`config.mk`:
```
export PLATFORM = sky130hd
export DESIGN_NAME = ttcw_step_unit
export DESIGN_NICKNAME = d
export VERILOG_FILES = /design/src/rtl/ttcw_pkg.sv /design/src/rtl/ttcw_step_unit.sv
export SDC_FILE = /design/constraint.sdc
export NUM_CORES = 1
export LEC_CHECK = 0
export ABC_AREA = 1
export BUFFER_PORTS_ARGS = -buffer_cell sky130_fd_sc_hd__buf_2
export CAP_MARGIN = 10
export CORE_ASPECT_RATIO = 1.25
export CORE_MARGIN = 2
export CORE_UTILIZATION = 25
export DETAILED_ROUTE_END_ITERATION = 7
export SETUP_SLACK_MARGIN = 0.5
export SLEW_MARGIN = 25
export SYNTH_ARGS = -nofsm -noshare
export SYNTH_HDL_FRONTEND = slang
export SYNTH_SLANG_ARGS = --single-unit
export TNS_END_PERCENT = 100
```
`constraint.sdc`:
```
create_clock -name vclk -period 2.35
set_clock_uncertainty 0.15 [all_clocks]
set_input_delay 0.1175 -clock vclk [all_inputs]
set_output_delay 0.1175 -clock vclk [all_outputs]
set_load 0.005 [all_outputs]
```
`src/rtl/ttcw_pkg.sv`:
```
package ttcw_pkg;

    localparam int MAX_COLS    = 128;
    localparam int MAX_ROWS    = 32;
    localparam int TAB_STOP    = 8;
    localparam int COL_W       = $clog2(MAX_COLS);
    localparam int ROW_W       = $clog2(MAX_ROWS);
    localparam int COLS_W      = COL_W + 1;
    localparam int ROWS_W      = ROW_W + 1;
    localparam int TAB_W       = $clog2(TAB_STOP);
    localparam int CNT_W       = TAB_W + 1;
    localparam int STORE_DEPTH = MAX_COLS * MAX_ROWS;
    localparam int ADDR_W      = $clog2(STORE_DEPTH);
    localparam int CHAR_W      = 8;
    localparam int KIND_W      = 2;
    localparam int CFG_IDX_W   = 1;
    localparam int CFG_DATA_W  = 8;

    localparam logic [COLS_W-1:0] COLS_MIN   = COLS_W'(16);
    localparam logic [COLS_W-1:0] COLS_MAX   = COLS_W'(MAX_COLS);
    localparam logic [COLS_W-1:0] COLS_RESET = COLS_W'(80);
    localparam logic [ROWS_W-1:0] ROWS_MIN   = ROWS_W'(4);
    localparam logic [ROWS_W-1:0] ROWS_MAX   = ROWS_W'(MAX_ROWS);
    localparam logic [ROWS_W-1:0] ROWS_RESET = ROWS_W'(25);

    localparam logic [CHAR_W-1:0] CH_BEL   = 8'h07;
    localparam logic [CHAR_W-1:0] CH_BS    = 8'h08;
    localparam logic [CHAR_W-1:0] CH_TAB   = 8'h09;
    localparam logic [CHAR_W-1:0] CH_LF    = 8'h0A;
    localparam logic [CHAR_W-1:0] CH_CR    = 8'h0D;
    localparam logic [CHAR_W-1:0] CH_SPACE = 8'h20;
    localparam logic [CHAR_W-1:0] CH_DEL   = 8'h7F;

    localparam logic OP_PUT  = 1'b0;
    localparam logic OP_READ = 1'b1;

    localparam logic [KIND_W-1:0] EV_WRITE = 2'd0;
    localparam logic [KIND_W-1:0] EV_MOVE  = 2'd1;
    localparam logic [KIND_W-1:0] EV_BELL  = 2'd2;
    localparam logic [KIND_W-1:0] EV_READ  = 2'd3;

    localparam logic [CFG_IDX_W-1:0] REG_COLS = 1'b0;
    localparam logic [CFG_IDX_W-1:0] REG_ROWS = 1'b1;

    typedef enum logic [2:0] {
        STEP_HOLD,
        STEP_ADV,
        STEP_NL,
        STEP_CR,
        STEP_BACK
    } step_op_t;

    typedef struct packed {
        logic [ROW_W-1:0] row;
        logic [COL_W-1:0] col;
    } cursor_t;

    typedef struct packed {
        cursor_t          cur;
        logic [ROW_W-1:0] top;
        logic             scrolled;
    } step_res_t;

endpackage

```
`src/rtl/ttcw_step_unit.sv`:
```
module ttcw_step_unit (
    input  ttcw_pkg::step_op_t               op,
    input  ttcw_pkg::cursor_t                cur,
    input  logic [ttcw_pkg::ROW_W-1:0]       top,
    input  logic [ttcw_pkg::COLS_W-1:0]      cols,
    input  logic [ttcw_pkg::ROWS_W-1:0]      rows,
    output ttcw_pkg::step_res_t              res
);
    import ttcw_pkg::*;

    logic [COLS_W-1:0] col_inc;
    logic [ROWS_W-1:0] row_inc;
    logic [COLS_W-1:0] cols_m1;
    logic [ROWS_W-1:0] rows_m1;
    step_res_t         nl;

    assign col_inc = {1'b0, cur.col} + COLS_W'(1);
    assign row_inc = {1'b0, cur.row} + ROWS_W'(1);
    assign cols_m1 = cols - COLS_W'(1);
    assign rows_m1 = rows - ROWS_W'(1);

    // New line: column 0 of the next row, scrolling past the bottom row.
    always_comb
    begin
        nl          = '0;
        nl.cur.col  = '0;
        nl.top      = top;
        if (row_inc >= rows)
        begin
            nl.scrolled = 1'b1;
            nl.top      = top + ROW_W'(1);
            nl.cur.row  = rows_m1[ROW_W-1:0];
        end
        else
        begin
            nl.scrolled = 1'b0;
            nl.cur.row  = row_inc[ROW_W-1:0];
        end
    end

    always_comb
    begin
        res          = '0;
        res.cur      = cur;
        res.top      = top;
        res.scrolled = 1'b0;
        case (op)
            STEP_ADV:
            begin
                if (col_inc >= cols)
                begin
                    res = nl;
                end
                else
                begin
                    res.cur.col = col_inc[COL_W-1:0];
                end
            end
            STEP_NL:
            begin
                res = nl;
            end
            STEP_CR:
            begin
                res.cur.col = '0;
            end
            STEP_BACK:
            begin
                if (cur.col == '0)
                begin
                    res.cur.col = cols_m1[COL_W-1:0];
                    if (cur.row != '0)
                    begin
                        res.cur.row = cur.row - ROW_W'(1);
                    end
                end
                else
                begin
                    res.cur.col = cur.col - COL_W'(1);
                end
            end
            default:
            begin
                res.cur = cur;
            end
        endcase
    end

endmodule
```
==> impl_metrics.tcl <==
set metrics [dict create \
    status "finished clean" \
    overflow 0 \
    rsz0062_at_grt "yes" \
    fillers 660 \
    yosysSeqAreaShare_pct 0 \
    max_slew_margin_pct 58.08 \
    synth_area_leaders "nand2_1 (18%), nand3_1 (17%), ha_1 (15%)" \
    drtPass1Iterations 5 \
    seq_cell_count 0 \
    internal_power_mw 0.3008 \
    antenna_found_initial 0 \
    ioPinCount 52 \
    io_buffers 52 \
    avgSynthCellArea_sq_um 5.657 \
    vias 2530 \
    crit_chain "buf_8 -> ha_4 -> nand3_4 -> xor2_2 -> inv_2 -> ha_4 -> nand2_4 -> nor2_4 -> nor2_4 -> buf_12 -> nand3_2 -> nand2_1 -> nand2_1 -> nand3_2 -> nand3_2 -> buf_2" \
    ant_nets 0 \
    cp_max_fo 8 \
    drtIter0Drc 103 \
    drive_gt1_share_pct 51.36 \
    placed_area_sq_um 2357 \
    track_usage_pct 16.02 \
    diodes 0 \
    fmax_ghz 0.4367 \
    die_w_microns 78.79 \
    muxShareOfSynthArea_pct 0 \
    nNetsFinal 462 \
    hold_class "input pin to output port" \
    synth_top_area_share_pct 17.82 \
    p_seq_share_pct 0 \
    switchingPower_mw 0.3640 \
    place_congestion 0.8483 \
    yosys.area.top_type "nand2_1" \
    synth_fa_ha_area_share_pct 15.03 \
    crit_arrival_ns 2.02 \
    critPathTopFamily "simple AND/OR/NAND/NOR gates" \
    setup-violations-final 0 \
    pwr-share-comb_pct 100.0 \
    slowest_stage "ha_4" \
    synth-xor-area-share_pct 7.015 \
    ys_types 35 \
    min_period_ns 2.290 \
    synth-warning-count 0 \
    netlist_instances 309 \
    swShare_pct 54.75 \
    drc 0 \
    worstMarginPinSlew_ns 0.6240 \
    hold_ws_ns 0.3681 \
    syn_to_final_growth_pct 77.02 \
    crit_top_cell "nand3_2" \
    p_leak_nw 1.580 \
    endpoint_kind "output port" \
    synth_nets 364 \
    crit_path_start_kind "input pin" \
    synth-simple-area-share_pct 54.90 \
    slowest_delay_ns 0.24 \
    totalWireLength_microns 6982 \
    maxCapViolCount 0 \
    grt_max_degree 9 \
    fin_cells 495 \
    finalHoldViolCount 0 \
    dieArea_sq_um 7681 \
    ir_drop_mv 0.1154 \
    place_inst 470 \
    wire_per_inst_microns 14.11 \
    dpl.hpwl_microns 4763 \
    worst_ep_required_time_ns 2.08 \
    powerDensity_nw_per_um2 214.8 \
    rows 34 \
    register_area_sq_um 0 \
    final_area_sq_um 3094 \
    clockPowerShare_pct 0 \
    synth_area_sq_um 1748 \
    slew_viol_final 0 \
    timing.critical_path.buf_inv 4 \
    coreArea_sq_um 6849 \
    post-route-util_pct 45.18 \
    period_share_pct 97.44 \
    die_h_microns 97.49 \
    synth_top_family_by_area "simple AND/OR/NAND/NOR gates" \
    viasPerCell 5.111 \
    grt_pass1_vias 2396 \
    clock_buffers 0 \
    critical_path_class "input pin to output port" \
    grt_pass1_wl_microns 10410 \
    floorplan.initialDensity_pct 25.52 \
    synth_compound_area_share_pct 9.664 \
]
==> synthesized netlist by cell type, types with 2 or more instances <==
cell       n
inv_1     51
nand3_1   59
buf_2      2
nand3b_1   4
o211ai_1   5
buf_4      2
nand2_2    6
xnor2_1    4
nand4_1   10
nor2_1     9
a21oi_1    6
nand2_4    2
xor2_1    10
o21bai_1   2
ha_1      21
nand2_1   83
o21ai_0    4
o21ai_1    2
nor3_2     4
nor2_4     5
inv_2      2
nor2_2     3
==> final timing paths <==
kind	from	end	slack, ns	depth (start not counted)
hold / removal	top[3]	res[4]	0.37	4
setup / recovery	cur[7]	res[16]	0.06	16
==> metrics by stage <==
| step | TNS [ns] | power [mW] | setup slack (ns) |
|---|---|---|---|
| 3_3_place_gp | -0.5863 | 0.4414 | -0.1080 |
| 2_1_floorplan | 0 | 0.2738 | 0.4914 |
| 4_1_cts | 0 | 0.5521 | 0.1556 |
| 3_5_place_dp | -0.7792 | 0.4450 | -0.1235 |
| 6_report | 0 | 0.6648 | 0.06005 |
| 5_1_grt | -0.1693 | 0.7222 | -0.05334 |
==> metal layers <==
| metal | GRT usage [%] | wire (microns) |
|---|---|---|
| met1 | 18.12 | 2515 |
| met5 | 0 | 0 |
| met4 | 4.723 | 240 |
| met2 | 30.70 | 3855 |
| met3 | 1.673 | 370 |
==> power groups by stage <==
stage	combinational (mW)	sequential (mW)	clock [mW]
final	0.665	0	0
after global routing	0.722	0	0
after CTS	0.552	0	0
after detailed placement	0.445	0	0
after global placement	0.441	0	0
after floorplan	0.274	0	0
==> logic make-up after synthesis <==
kind of cell | after synthesis
AOI/OAI and AO/OA | 25
and+or+nand+nor | 190
adders and majority gates | 21
xor gates and xnor gates | 14
buffers and inverters | 59
==> final cells by class <==
class	instances	area, sq um	area share (%)
inverters	55	219.0	7.076
repair buffers	99	720.7	23.29
multi-input cells	251	2042	65.99
well taps	90	112.6	3.639
==> placed cells by master (no fill, tap or decap), types with 2 or more instances in the layout <==
cell	n
nand3b_1	4
buf_6	10
o21bai_1	2
ha_4	8
nand2_2	18
xor2_1	7
buf_4	39
xnor2_1	3
nor2_1	5
nor3_4	2
nor3_2	2
o21ai_4	2
buf_8	2
nand3_4	8
ha_1	13
buf_2	45
nand4_1	10
inv_4	3
nand3_2	20
nand2_4	11
o211ai_1	5
nor2_4	8
a21oi_1	3
xor2_2	3
buf_12	3
a21oi_2	3
nand3_1	33
nand2_1	62
inv_1	43
o21ai_0	4
nor2_2	4
inv_2	8
==> timing repair <==
item                       4_1_cts  5_1_grt
gates resized for setup         64       54
pin swaps                       38       37
hold buffers                     0        0
setup buffers                   19        5
cloned                           1        0
setup endpoints to repair       18       18
(Power assumes the default switching activity.)
